<file path="config.mk">
export PLATFORM = sky130hd
export DESIGN_NAME = rc_receiver_frame_decoder_core
export DESIGN_NICKNAME = d
export VERILOG_FILES = /design/src/rtl/rcfd_pkg.sv /design/src/rtl/rc_receiver_frame_decoder_core.sv /design/src/rtl/rcfd_front.sv /design/src/rtl/rcfd_queue.sv /design/src/rtl/rcfd_back.sv
export SDC_FILE = /design/constraint.sdc
export NUM_CORES = 1
export LEC_CHECK = 0
export ABC_AREA = 1
export BUFFER_PORTS_ARGS = -buffer_cell sky130_fd_sc_hd__clkbuf_2
export CAP_MARGIN = 25
export CORE_UTILIZATION = 38
export CTS_CLUSTER_SIZE = 25
export DETAILED_ROUTE_END_ITERATION = 8
export GPL_TIMING_DRIVEN = 0
export SLEW_MARGIN = 15
export SYNTH_ARGS = -nofsm -noshare
export SYNTH_HDL_FRONTEND = slang
export SYNTH_HIERARCHICAL = 1
export SYNTH_SLANG_ARGS = --single-unit
export TNS_END_PERCENT = 5
</file>
<file path="constraint.sdc">
create_clock -name i_clk -period 8.8 [get_ports i_clk]
set_clock_uncertainty 0.05 [all_clocks]
set_input_delay 1.76 -clock i_clk [delete_from_list [all_inputs] [get_ports i_clk]]
set_output_delay 1.76 -clock i_clk [all_outputs]
set_load 0.02 [all_outputs]
</file>
<file path="src/rtl/rcfd_pkg.sv">
// ----------------------------------------------------------------------------
// rcfd_pkg
// Shared types and constants of the receiver frame decoder.
// ----------------------------------------------------------------------------
package rcfd_pkg;

    localparam int FRAME_BYTES = 18;
    localparam int BUF_BYTES   = FRAME_BYTES - 1;
    localparam int POS_W       = 5;
    localparam int QUEUE_DEPTH = 2;

    localparam int CH_W    = 11;
    localparam int STICK_W = 12;
    localparam int WORD_W  = 16;
    localparam int DZ_W    = 8;
    localparam int SW_W    = 4;
    localparam int CFG_IDX_W  = 2;
    localparam int CFG_DATA_W = 11;

    localparam logic [CH_W-1:0] RST_CHANNEL_MIN    = 11'd364;
    localparam logic [CH_W-1:0] RST_CHANNEL_MAX    = 11'd1684;
    localparam logic [CH_W-1:0] RST_CHANNEL_CENTER = 11'd1024;
    localparam logic [DZ_W-1:0] RST_DEAD_ZONE      = 8'd5;

    typedef enum logic [CFG_IDX_W-1:0] {
        CFG_CHANNEL_MIN    = 2'd0,
        CFG_CHANNEL_MAX    = 2'd1,
        CFG_CHANNEL_CENTER = 2'd2,
        CFG_DEAD_ZONE      = 2'd3
    } t_cfg_reg;

    typedef struct packed {
        logic [CH_W-1:0] channel_min;
        logic [CH_W-1:0] channel_max;
        logic [CH_W-1:0] channel_center;
        logic [DZ_W-1:0] dead_zone;
    } t_cfg;

    // Whole frame, byte 0 in the lowest position.
    typedef logic [FRAME_BYTES-1:0][7:0] t_frame;

    typedef struct packed {
        logic full;
        logic empty;
    } t_q_status;

    // Centre a raw channel and force small magnitudes to zero.
    function automatic logic signed [STICK_W-1:0] center_stick(
        input logic [CH_W-1:0] raw,
        input logic [CH_W-1:0] center,
        input logic [DZ_W-1:0] dz
    );
        logic signed [STICK_W:0] v;
        logic signed [STICK_W:0] d;
        v = $signed({2'b00, raw}) - $signed({2'b00, center});
        d = $signed({5'b00000, dz});
        if ((v <= d) && (v >= -d)) begin
            v = '0;
        end
        return v[STICK_W-1:0];
    endfunction

endpackage

</file>
<file path="src/rtl/rc_receiver_frame_decoder_core.sv">
// ----------------------------------------------------------------------------
// rc_receiver_frame_decoder_core
// Receiver frame decoder: byte assembly, frame queue and decode with held values.
// ----------------------------------------------------------------------------
// Throughput: one byte per cycle while the frame queue has room; one result for every completed 18-byte frame.
// Each frame is written into the frame queue on its final byte's beat, and is then
// decoded into the decode stage's output register once that register is free.
// Bytes are taken while the two-entry frame queue has room.
// Reset: configuration returns to its defaults, held values clear to zero,
// the byte position returns to zero and the queue empties.
module rc_receiver_frame_decoder_core (
    input  logic                                  i_clk,
    input  logic                                  i_rst_n,
    input  logic                                  i_in_valid,
    output logic                                  o_in_ready,
    input  logic [7:0]                            i_rx_byte,
    input  logic                                  i_frame_start,
    output logic                                  o_out_valid,
    input  logic                                  i_out_ready,
    output logic signed [rcfd_pkg::STICK_W-1:0]   o_stick_right_x,
    output logic signed [rcfd_pkg::STICK_W-1:0]   o_stick_right_y,
    output logic signed [rcfd_pkg::STICK_W-1:0]   o_stick_left_x,
    output logic signed [rcfd_pkg::STICK_W-1:0]   o_stick_left_y,
    output logic signed [rcfd_pkg::WORD_W-1:0]    o_wheel_channel,
    output logic [rcfd_pkg::SW_W-1:0]             o_switch_pair,
    output logic signed [rcfd_pkg::WORD_W-1:0]    o_mouse_x,
    output logic signed [rcfd_pkg::WORD_W-1:0]    o_mouse_y,
    output logic signed [rcfd_pkg::WORD_W-1:0]    o_mouse_z,
    output logic [rcfd_pkg::WORD_W-1:0]           o_mouse_buttons,
    output logic [rcfd_pkg::WORD_W-1:0]           o_key_mask,
    output logic                                  o_frame_accepted,
    input  logic                                  i_cfg_valid,
    output logic                                  o_cfg_ready,
    input  logic [rcfd_pkg::CFG_IDX_W-1:0]        i_cfg_index,
    input  logic [rcfd_pkg::CFG_DATA_W-1:0]       i_cfg_data
);

    rcfd_pkg::t_cfg        r_cfg;
    rcfd_pkg::t_frame      w_push_frame;
    rcfd_pkg::t_frame      w_head;
    rcfd_pkg::t_q_status   w_q_status;
    logic                  w_accept;
    logic                  w_push;
    logic                  w_pop;
    logic signed [rcfd_pkg::STICK_W-1:0] w_stick [4];
    logic signed [rcfd_pkg::WORD_W-1:0]  w_mouse [3];

    assign o_cfg_ready = 1'b1;
    assign o_in_ready  = !w_q_status.full;
    assign w_accept    = i_in_valid && o_in_ready;

    always_ff @(posedge i_clk) begin
        if (!i_rst_n) begin
            r_cfg.channel_min    <= rcfd_pkg::RST_CHANNEL_MIN;
            r_cfg.channel_max    <= rcfd_pkg::RST_CHANNEL_MAX;
            r_cfg.channel_center <= rcfd_pkg::RST_CHANNEL_CENTER;
            r_cfg.dead_zone      <= rcfd_pkg::RST_DEAD_ZONE;
        end else if (i_cfg_valid) begin
            unique case (rcfd_pkg::t_cfg_reg'(i_cfg_index))
                rcfd_pkg::CFG_CHANNEL_MIN:    r_cfg.channel_min    <= i_cfg_data;
                rcfd_pkg::CFG_CHANNEL_MAX:    r_cfg.channel_max    <= i_cfg_data;
                rcfd_pkg::CFG_CHANNEL_CENTER: r_cfg.channel_center <= i_cfg_data;
                rcfd_pkg::CFG_DEAD_ZONE:      r_cfg.dead_zone      <= i_cfg_data[rcfd_pkg::DZ_W-1:0];
                default:                      r_cfg                <= r_cfg;
            endcase
        end
    end

    rcfd_front u_front (
        .i_clk        (i_clk),
        .i_rst_n      (i_rst_n),
        .i_accept     (w_accept),
        .i_rx_byte    (i_rx_byte),
        .i_frame_start(i_frame_start),
        .o_push       (w_push),
        .o_push_frame (w_push_frame)
    );

    rcfd_queue u_queue (
        .i_clk       (i_clk),
        .i_rst_n     (i_rst_n),
        .i_push      (w_push),
        .i_push_frame(w_push_frame),
        .i_pop       (w_pop),
        .o_head      (w_head),
        .o_status    (w_q_status)
    );

    rcfd_back u_back (
        .i_clk           (i_clk),
        .i_rst_n         (i_rst_n),
        .i_cfg           (r_cfg),
        .i_head          (w_head),
        .i_q_status      (w_q_status),
        .o_pop           (w_pop),
        .o_out_valid     (o_out_valid),
        .i_out_ready     (i_out_ready),
        .o_stick         (w_stick),
        .o_wheel         (o_wheel_channel),
        .o_switch_pair   (o_switch_pair),
        .o_mouse         (w_mouse),
        .o_mouse_buttons (o_mouse_buttons),
        .o_key_mask      (o_key_mask),
        .o_frame_accepted(o_frame_accepted)
    );

    assign o_stick_right_x = w_stick[0];
    assign o_stick_right_y = w_stick[1];
    assign o_stick_left_x  = w_stick[2];
    assign o_stick_left_y  = w_stick[3];
    assign o_mouse_x       = w_mouse[0];
    assign o_mouse_y       = w_mouse[1];
    assign o_mouse_z       = w_mouse[2];

    // A completed frame never arrives at a full queue.
    a_no_push_when_full: assert property (@(posedge i_clk) disable iff (!i_rst_n)
        w_push |-> !w_q_status.full)
        else $error("frame pushed into a full queue");

    // The decode stage only takes a frame that is present.
    a_no_pop_when_empty: assert property (@(posedge i_clk) disable iff (!i_rst_n)
        w_pop |-> !w_q_status.empty)
        else $error("frame popped from an empty queue");

    // A new result always comes from a frame taken off the queue.
    a_result_from_pop: assert property (@(posedge i_clk) disable iff (!i_rst_n)
        $rose(o_out_valid) |-> $past(w_pop))
        else $error("result raised without a decoded frame");

endmodule

</file>
<file path="src/rtl/rcfd_front.sv">
// ----------------------------------------------------------------------------
// rcfd_front
// Byte assembly: tracks the byte position and hands complete frames on.
// ----------------------------------------------------------------------------
module rcfd_front (
    input  logic                    i_clk,
    input  logic                    i_rst_n,
    input  logic                    i_accept,
    input  logic [7:0]              i_rx_byte,
    input  logic                    i_frame_start,
    output logic                    o_push,
    output rcfd_pkg::t_frame        o_push_frame
);

    logic [rcfd_pkg::POS_W-1:0] r_pos;
    logic [rcfd_pkg::POS_W-1:0] n_pos;
    logic [rcfd_pkg::POS_W-1:0] w_pos_eff;
    logic [7:0]                 r_buf [rcfd_pkg::BUF_BYTES];

    assign w_pos_eff = i_frame_start ? '0 : r_pos;

    always_comb begin
        n_pos  = r_pos;
        o_push = 1'b0;
        if (i_accept) begin
            priority if (w_pos_eff == rcfd_pkg::POS_W'(rcfd_pkg::FRAME_BYTES)) begin
                n_pos = w_pos_eff;
            end else if (w_pos_eff == rcfd_pkg::POS_W'(rcfd_pkg::BUF_BYTES)) begin
                n_pos  = rcfd_pkg::POS_W'(rcfd_pkg::FRAME_BYTES);
                o_push = 1'b1;
            end else begin
                n_pos = w_pos_eff + 1'b1;
            end
        end
    end

    always_comb begin
        for (int i = 0; i < rcfd_pkg::BUF_BYTES; i++) begin
            o_push_frame[i] = r_buf[i];
        end
        // The final byte goes straight into the frame without being buffered.
        o_push_frame[rcfd_pkg::BUF_BYTES] = i_rx_byte;
    end

    always_ff @(posedge i_clk) begin
        if (!i_rst_n) begin
            r_pos <= '0;
        end else begin
            r_pos <= n_pos;
        end
    end

    always_ff @(posedge i_clk) begin
        if (i_accept && (w_pos_eff < rcfd_pkg::POS_W'(rcfd_pkg::BUF_BYTES))) begin
            r_buf[w_pos_eff] <= i_rx_byte;
        end
    end

endmodule

</file>
<file path="src/rtl/rcfd_queue.sv">
// ----------------------------------------------------------------------------
// rcfd_queue
// Short frame queue between the assembly front and the decode back.
// ----------------------------------------------------------------------------
module rcfd_queue (
    input  logic                   i_clk,
    input  logic                   i_rst_n,
    input  logic                   i_push,
    input  rcfd_pkg::t_frame       i_push_frame,
    input  logic                   i_pop,
    output rcfd_pkg::t_frame       o_head,
    output rcfd_pkg::t_q_status    o_status
);

    localparam int PTR_W = (rcfd_pkg::QUEUE_DEPTH > 1) ? $clog2(rcfd_pkg::QUEUE_DEPTH) : 1;
    localparam int CNT_W = $clog2(rcfd_pkg::QUEUE_DEPTH + 1);

    rcfd_pkg::t_frame  r_mem [rcfd_pkg::QUEUE_DEPTH];
    logic [PTR_W-1:0]  r_wr_ptr;
    logic [PTR_W-1:0]  r_rd_ptr;
    logic [CNT_W-1:0]  r_count;

    function automatic logic [PTR_W-1:0] ptr_inc(input logic [PTR_W-1:0] p);
        return (p == PTR_W'(rcfd_pkg::QUEUE_DEPTH - 1)) ? '0 : p + 1'b1;
    endfunction

    assign o_status.full  = (r_count == CNT_W'(rcfd_pkg::QUEUE_DEPTH));
    assign o_status.empty = (r_count == '0);
    assign o_head         = r_mem[r_rd_ptr];

    always_ff @(posedge i_clk) begin
        if (!i_rst_n) begin
            r_wr_ptr <= '0;
            r_rd_ptr <= '0;
            r_count  <= '0;
        end else begin
            if (i_push) begin
                r_wr_ptr <= ptr_inc(r_wr_ptr);
            end
            if (i_pop) begin
                r_rd_ptr <= ptr_inc(r_rd_ptr);
            end
            unique case ({i_push, i_pop})
                2'b10:   r_count <= r_count + 1'b1;
                2'b01:   r_count <= r_count - 1'b1;
                default: r_count <= r_count;
            endcase
        end
    end

    always_ff @(posedge i_clk) begin
        if (i_push) begin
            r_mem[r_wr_ptr] <= i_push_frame;
        end
    end

endmodule

</file>
<file path="src/rtl/rcfd_back.sv">
// ----------------------------------------------------------------------------
// rcfd_back
// Frame decode: unpacks channels, range checks and updates the held values.
// ----------------------------------------------------------------------------
module rcfd_back (
    input  logic                                  i_clk,
    input  logic                                  i_rst_n,
    input  rcfd_pkg::t_cfg                        i_cfg,
    input  rcfd_pkg::t_frame                      i_head,
    input  rcfd_pkg::t_q_status                   i_q_status,
    output logic                                  o_pop,
    output logic                                  o_out_valid,
    input  logic                                  i_out_ready,
    output logic signed [rcfd_pkg::STICK_W-1:0]   o_stick [4],
    output logic signed [rcfd_pkg::WORD_W-1:0]    o_wheel,
    output logic [rcfd_pkg::SW_W-1:0]             o_switch_pair,
    output logic signed [rcfd_pkg::WORD_W-1:0]    o_mouse [3],
    output logic [rcfd_pkg::WORD_W-1:0]           o_mouse_buttons,
    output logic [rcfd_pkg::WORD_W-1:0]           o_key_mask,
    output logic                                  o_frame_accepted
);

    logic [rcfd_pkg::CH_W-1:0]   w_ch [4];
    logic                        w_ok;
    logic                        r_out_valid;
    logic                        r_ok;
    logic signed [rcfd_pkg::STICK_W-1:0] r_stick [4];
    logic [rcfd_pkg::WORD_W-1:0] r_wheel;
    logic [rcfd_pkg::SW_W-1:0]   r_switch;
    logic [rcfd_pkg::WORD_W-1:0] r_mouse [3];
    logic [rcfd_pkg::WORD_W-1:0] r_buttons;
    logic [rcfd_pkg::WORD_W-1:0] r_keys;

    // The output register is free when empty or being taken this cycle.
    assign o_pop = !i_q_status.empty && (!r_out_valid || i_out_ready);

    assign w_ch[0] = {i_head[1][2:0], i_head[0]};
    assign w_ch[1] = {i_head[2][5:0], i_head[1][7:3]};
    assign w_ch[2] = {i_head[4][0], i_head[3], i_head[2][7:6]};
    assign w_ch[3] = {i_head[5][3:0], i_head[4][7:1]};

    always_comb begin
        w_ok = 1'b1;
        for (int i = 0; i < 4; i++) begin
            if ((w_ch[i] < i_cfg.channel_min) || (w_ch[i] > i_cfg.channel_max)) begin
                w_ok = 1'b0;
            end
        end
    end

    always_ff @(posedge i_clk) begin
        if (!i_rst_n) begin
            r_out_valid <= 1'b0;
            r_ok        <= 1'b0;
            for (int i = 0; i < 4; i++) begin
                r_stick[i] <= '0;
            end
            for (int i = 0; i < 3; i++) begin
                r_mouse[i] <= '0;
            end
            r_wheel   <= '0;
            r_switch  <= '0;
            r_buttons <= '0;
            r_keys    <= '0;
        end else begin
            if (o_pop) begin
                r_out_valid <= 1'b1;
                r_ok        <= w_ok;
                if (w_ok) begin
                    for (int i = 0; i < 4; i++) begin
                        r_stick[i] <= rcfd_pkg::center_stick(w_ch[i], i_cfg.channel_center,
                                                             i_cfg.dead_zone);
                    end
                    r_switch   <= i_head[5][7:4];
                    r_mouse[0] <= {i_head[7], i_head[6]};
                    r_mouse[1] <= {i_head[9], i_head[8]};
                    r_mouse[2] <= {i_head[11], i_head[10]};
                    r_buttons  <= {i_head[13], i_head[12]};
                    r_keys     <= {i_head[15], i_head[14]};
                    r_wheel    <= {i_head[17], i_head[16]}
                                  - {5'b00000, i_cfg.channel_center};
                end
            end else if (i_out_ready) begin
                r_out_valid <= 1'b0;
            end
        end
    end

    assign o_out_valid      = r_out_valid;
    assign o_frame_accepted = r_ok;
    assign o_stick          = r_stick;
    assign o_wheel          = $signed(r_wheel);
    assign o_switch_pair    = r_switch;
    assign o_mouse[0]       = $signed(r_mouse[0]);
    assign o_mouse[1]       = $signed(r_mouse[1]);
    assign o_mouse[2]       = $signed(r_mouse[2]);
    assign o_mouse_buttons  = r_buttons;
    assign o_key_mask       = r_keys;

endmodule
</file>
==> flow_metrics.tcl, run 1 <==
set metrics [dict create \
    status "completed" \
    wirelength_um 70200 \
    cts_max_path_buffers 3 \
    gr-usage-met1_pct 23.8 \
    port_buffers 175 \
    ioPinCount 179 \
    rsz0062_at_grt "false" \
    dr_total_vias 19236 \
    power.total_uw 8650 \
    place.gp.congestion 0.884 \
    grt_usage_pct 17.9 \
    layout.nets 3247 \
    area_delta_synth_final_pct 16.1 \
    dr.first_iter.drc_count 1271 \
    fin_crit_sh_pct 49.0 \
    drc 0 \
    core_area_um2 76500 \
    ys_ff_latch 625 \
    fin_crit_ns 4.31 \
    grt_max_degree 76 \
    cp-start-kind "register" \
    cp_common_cell "nand2_1" \
    final-max-slew-violation-count 0 \
    syn_inst 2736 \
    grt-busiest-layer "met2" \
    postCtsSetupBuffers 0 \
    ant_nets 0 \
    worstMarginPinSlew_ns 0.962 \
    cp_data_arrival_time_ns 4.77 \
    pre_cts_ws_ns 4.09 \
    clk_latency_ns 0.64 \
    netlist_area_um2 29600 \
    cts.sinks 625 \
    final-hold-violation-count 0 \
    met3_usage_pct 2.59 \
    dp_cells 3950 \
    path_max_fanout 10 \
    met2_usage_pct 30.3 \
    fmax_mhz 232 \
    power_density_nw_per_um2 252 \
    antenna_found_initial 2 \
    grt_pass1_wl_um 106000 \
    insertedDiodeCount 0 \
    dp_hpwl_um 50300 \
    worstSetupPathType "register to register" \
    syn_avg_cell_area_um2 10.8 \
    final.setup.tns_ns 0 \
    cp.required_ns 9.26 \
    die_h_um 281 \
    yosysUniqueCellTypes 41 \
    critical_path.cell_chain "buf_6 -> buf_2 -> mux2_2 -> ha_1 -> a21oi_1 -> o21ai_0 -> nand2_1 -> nand3_1 -> nand2_1 -> a21oi_1 -> inv_1 -> ha_1 -> nand2_1 -> inv_1 -> nand3_1 -> nor3_1 -> o21ai_0 -> nand2_1 -> nand2_1 -> nand3_1 -> nand2_1 -> buf_2 -> nand2_1 -> nand2_1" \
    setup_viol 0 \
    wl_per_cell_um 17.2 \
    hold_class "register to register" \
    drt-vias-per-instance 4.72 \
    cpMaxStageDelayCell "mux2_2" \
    cts_root_buf "clkbuf_16" \
    max-slew-margin-rel_pct 35.7 \
    p_leak_uw 0.0151 \
    die-area_um2 78900 \
    critPathMaxStageDelay_ns 0.44 \
    cts_max_level 3 \
    rows 101 \
    cts_tree "yes" \
    yosysWarnings 6 \
    setup_ws_ns 4.49 \
    synth-seq-area-share_pct 58.3 \
    clkTransAtPathRegs_ns 0.06 \
    end_kind "register" \
    drive_above_1_share_pct 17.2 \
    hold-worst-slack_ns 0.357 \
    cts_hold_buf 0 \
    start_util_pct 38.7 \
    cts_resized 0 \
    die_x_um 281 \
    grt_pass1_vias 18376 \
    layout.cells.non_filler 4079 \
    synth_nets 2990 \
    drv_cap 0 \
    cts_inserted_buffers 70 \
    first_pass_iters 5 \
    grt.overflow.total 0 \
    irDropWorstVdd_uv 138 \
]
-- metal layers --
layer,up-vias,share of wire (%),routed length [µm]
met1,9074,46,32100
li1,9706,-,-
met4,2,2.3,1590
met5,-,0.019,13
met2,353,48,33800
met3,101,3.9,2730
-- sequential cells by signal (all words and copies together) (netlist names), 2 cells and up, named ones only --
signal                  count
u_back/o_wheel             16
u_front/r_pos               5
r_cfg                      41
u_back/r_mouse             48
u_front/r_buf             136
u_back/o_mouse_buttons     16
u_back/o_switch_pair        4
u_queue/r_mem             288
u_back/o_stick             48
u_back/o_key_mask          16
u_queue/r_count             2
-- worst max-delay path, delay by kind of cell, from the launching register on --
kind	cells	cell delay, ns
and+or+nand+nor	12	1.11
buffers and inverters	5	0.80
AOI/OAI and AO/OA	4	0.75
adders and majority gates	2	0.74
muxes	1	0.44
DFF	1	0.32
-- synth_stat cells (all sizes together) --
cell type  count  area, µm²
a211oi         1       7.51
nand3b         5       37.5
nor4           2       12.5
buf           59        423
nand4         33        234
nand3        141        716
o31ai          1       7.51
ha           222       2780
a21o           9       67.6
edfxtp       472      14200
or2            1       6.26
a21boi         4       30.0
clkbuf        11       42.5
o21ai         39        195
xnor2         19        166
inv          310       1160
and2           8       50.1
a31oi          5       31.3
nor3          10       50.1
nand2        707       2670
o21a           1       7.51
conb           1       3.75
fa             5        100
a21oi        103        515
o21bai         2       15.0
xor2          19        166
mux2         144       1850
dfxtp        153       3060
nor2         249        972
-- logic make-up (layout without fill, tap and decap cells) --
group                      Yosys count  count (layout)  synth area share (%)
DFF                                625             625                  58.3
adders and majority gates          227             227                  9.74
other                                1               1                0.0127
muxes                              144             144                  6.25
AOI/OAI and AO/OA                  165             165                  2.97
xor gates and xnor gates            38              38                  1.13
and+or+nand+nor                   1156            1156                  16.1
buffers and inverters              380             693                  5.51
-- path summary, 6_finish.rpt --
check	slack, ns	cells past startpoint	endpoint	from
worst max-delay path	4.49	24	u_back/o_stick[45]$_SDFFE_PN0P_	register
worst min-delay path	0.36	0	u_queue/r_mem[1][85]$_DFFE_PP_	u_front/r_buf[10][5]$_DFFE_PP_
worst max register to register	4.49	24	u_back/o_stick[45]$_SDFFE_PN0P_	register
worst min register to register	0.36	0	u_queue/r_mem[1][85]$_DFFE_PP_	u_front/r_buf[10][5]$_DFFE_PP_
-- through the flow --
| step | instance area, µm² | utilization [%] |
|---|---|---|
| finish | 34300 | 44.9 |
| global route | 34300 | 44.9 |
| CTS | 34300 | 44.9 |
| detailed placement | 31900 | 41.8 |
| global placement | 31700 | 41.5 |
| floorplan | 29600 | - |
-- layout by cell type (no fill, tap or decap), types with 8 or more instances in the layout --
cell / n
nand2_1: 702
edfxtp_1: 472
inv_1: 304
nor2_1: 237
ha_1: 222
clkbuf_2: 176
dfxtp_1: 153
nand3_1: 139
a21oi_1: 103
mux2_2: 84
clkbuf_16: 70
mux2_4: 60
o21ai_0: 39
buf_2: 32
nand4_1: 30
clkbuf_1: 25
xor2_1: 19
xnor2_1: 19
buf_6: 16
buf_4: 13
clkinv_2: 10
nor3_1: 10
a21o_1: 9
nor2_2: 9
and2_1: 8
-- power breakdown --
part | internal, µW | switching (µW) | total, µW
clock network | 1740 | 1230 | 2970
logic | 947 | 1470 | 2410
registers | 3230 | 41.3 | 3270
total | 5910 | 2740 | 8650
-- final cells by class --
type,instances,area [µm²]
plain buffers,70,465
clock buffers,88,1850
clock inverters,40,536
fillers,7212,42100
inverters,310,1170
multi-input cells,1731,10700
flip-flops and latches,625,17200
well taps,1030,1290
repair buffers,185,1060
(Power assumes the default switching activity.)
==> run 2: changes to the inputs <==
- clock period: 8.8 -> 4.3 ns (I/O delays scaled with it)
==> flow_metrics.tcl, run 2 (synthesis results as in run 1) <==
set metrics [dict create \
    p_leak_uw 0.0151 \
    fmax_mhz 249 \
    power_density_nw_per_um2 517 \
    die-area_um2 78900 \
    port_buffers 175 \
    final.setup.tns_ns 0 \
    cts_max_level 3 \
    cts_hold_buf 0 \
    die_h_um 281 \
    dr_total_vias 19174 \
    fin_crit_sh_pct 93.2 \
    rows 101 \
    fin_crit_ns 4.01 \
    final_cell_mix "nand2_1 (702), edfxtp_1 (472), inv_1 (302)" \
    cts.sinks 625 \
    max-slew-margin-rel_pct 29.2 \
    grt_pass1_vias 18352 \
    cts_inserted_buffers 70 \
    worstRegToRegCells 25 \
    min_path_cells 0 \
    dr.first_iter.drc_count 1176 \
    layout.nets 3247 \
    setup_ws_ns 0.291 \
    die_x_um 281 \
    worstSetupPathType "register to register" \
    holdPathEnd "u_queue/r_mem[1][88]$_DFFE_PP_" \
    cp.required_ns 4.78 \
    pre_cts_ws_ns 0.0619 \
    end_kind "register" \
    antenna_found_initial 3 \
    ioPinCount 179 \
    cts_tree "yes" \
    drv_cap 0 \
    layout_commonest_cell "nand2_1" \
    cp-start-kind "register" \
    wirelength_um 70200 \
    clk_latency_ns 0.63 \
    cts_root_buf "clkbuf_16" \
    irDropWorstVdd_uv 288 \
    worstMarginPinSlew_ns 1.06 \
    clkTransAtPathRegs_ns 0.06 \
    place.gp.congestion 0.878 \
    drt-vias-per-instance 4.70 \
    drive_above_1_share_pct 18.2 \
    status "completed" \
    cts_max_path_buffers 3 \
    ant_nets 0 \
    hold_class "register to register" \
    start_util_pct 38.7 \
    grt_usage_pct 17.8 \
    core_area_um2 76500 \
    grt_max_degree 74 \
    largest_register_ffs 288 \
    wl_per_cell_um 17.2 \
    first_pass_iters 5 \
    drc 0 \
    final-max-slew-violation-count 0 \
    grt.overflow.total 0 \
    grt_pass1_wl_um 106000 \
    path_max_fanout 10 \
    dp_hpwl_um 50000 \
    hold_path.startpoint "u_front/r_buf[11][0]$_DFFE_PP_" \
    final-hold-violation-count 0 \
    rrSetupSlack_ns 0.29 \
    cp_data_arrival_time_ns 4.49 \
    fillerInstances 7118 \
    setup_viol 0 \
    regMostFlops "u_queue/r_mem" \
    r2r_end "u_back/o_stick[6]$_SDFFE_PN0P_" \
    area_delta_synth_final_pct 17.1 \
    reg_top3 "u_queue/r_mem x288, u_front/r_buf x136" \
]
==> run 2: changes by cell type in the layout (fill, tap and decap cells not counted), sizes merged <==
| cell | delta |
|---|---|
| diode | +2 |
| clkbuf | +4 |
| clkinvlp | +4 |
| clkinv | +4 |
| buf | -3 |
| inv | -7 |
==> run 2: worst max path at each step <==
stage                  startpoint                                 endpoint  cells past startpoint
finish                   register           u_back/o_stick[6]$_SDFFE_PN0P_                     25
CTS                      register          u_back/o_stick[41]$_SDFFE_PN0P_                     24
floorplan           i_frame_start            u_queue/r_mem[1][0]$_DFFE_PP_                      7
global placement       i_in_valid          u_queue/r_mem[1][123]$_DFFE_PP_                      7
detailed placement       register  u_back/o_mouse_buttons[15]$_SDFFE_PN0P_                     18
global route             register          u_back/o_stick[38]$_SDFFE_PN0P_                     25
==> run 2: power by group <==
group	internal, µW	switching (µW)	total, µW
clock	3590	2530	6120
combinational	2040	3050	5090
sequential	6610	85.6	6700
==> run 2: worst max-delay path, cell delays in order (launching register included) <==
cell	delay, ns
dfxtp_1	0.34
buf_8	0.18
buf_6	0.18
mux2_2	0.42
ha_1	0.39
nand2_1	0.09
nor2_1	0.15
nand3_1	0.13
nand3_1	0.11
nand2_1	0.06
nand2_1	0.06
nand2_1	0.04
nand2_1	0.11
inv_1	0.09
ha_1	0.33
nand2_1	0.07
inv_1	0.06
nand3_1	0.08
nor2_1	0.15
o21ai_0	0.13
nand3b_1	0.10
nand3_1	0.08
nand2_1	0.12
buf_2	0.22
nand3_1	0.11
nand2_1	0.07
==> run 2: final cells by class <==
type | instances | area (µm²) | share of cell area, %
flip-flops and latches | 625 | 17200 | 49.8
multi-input cells | 1731 | 10900 | 31.5
clock buffers | 89 | 1870 | 5.41
well taps | 1030 | 1290 | 3.72
inverters | 310 | 1170 | 3.38
repair buffers | 185 | 1070 | 3.09
clock inverters | 41 | 553 | 1.60
plain buffers | 70 | 512 | 1.48
diodes | 2 | 5.00 | 0.0145
==> run 2: per-layer routing <==
metal	global-route usage, %	share of wire [%]	up-vias
met3	2.73	4.3	93
met5	0	0.019	-
met2	30.1	48	372
met1	23.6	46	8975
met4	5.27	2.1	2
li1	-	-	9732
==> run 2: through the flow <==
step / cells / util [%] / hold slack (ns) / power (µW) / cell area (µm²)
2_1_floorplan: 2736 / - / 0.371 / 10500 / 29600
3_3_place_gp: 3941 / 41.5 / 0.371 / 11700 / 31700
3_5_place_dp: 3949 / 41.8 / 0.379 / 11700 / 31900
4_1_cts: 4079 / 44.9 / 0.378 / 17900 / 34300
5_1_grt: 4081 / 45.3 / 0.389 / 19000 / 34600
6_report: 4083 / 45.3 / 0.383 / 17900 / 34600
==> run 2: timing repair <==
item,CTS,global route
endpoints found under the setup margin,0,100
buffers inserted,0,1
hold endpoints to repair,0,0
gates resized for setup,0,64
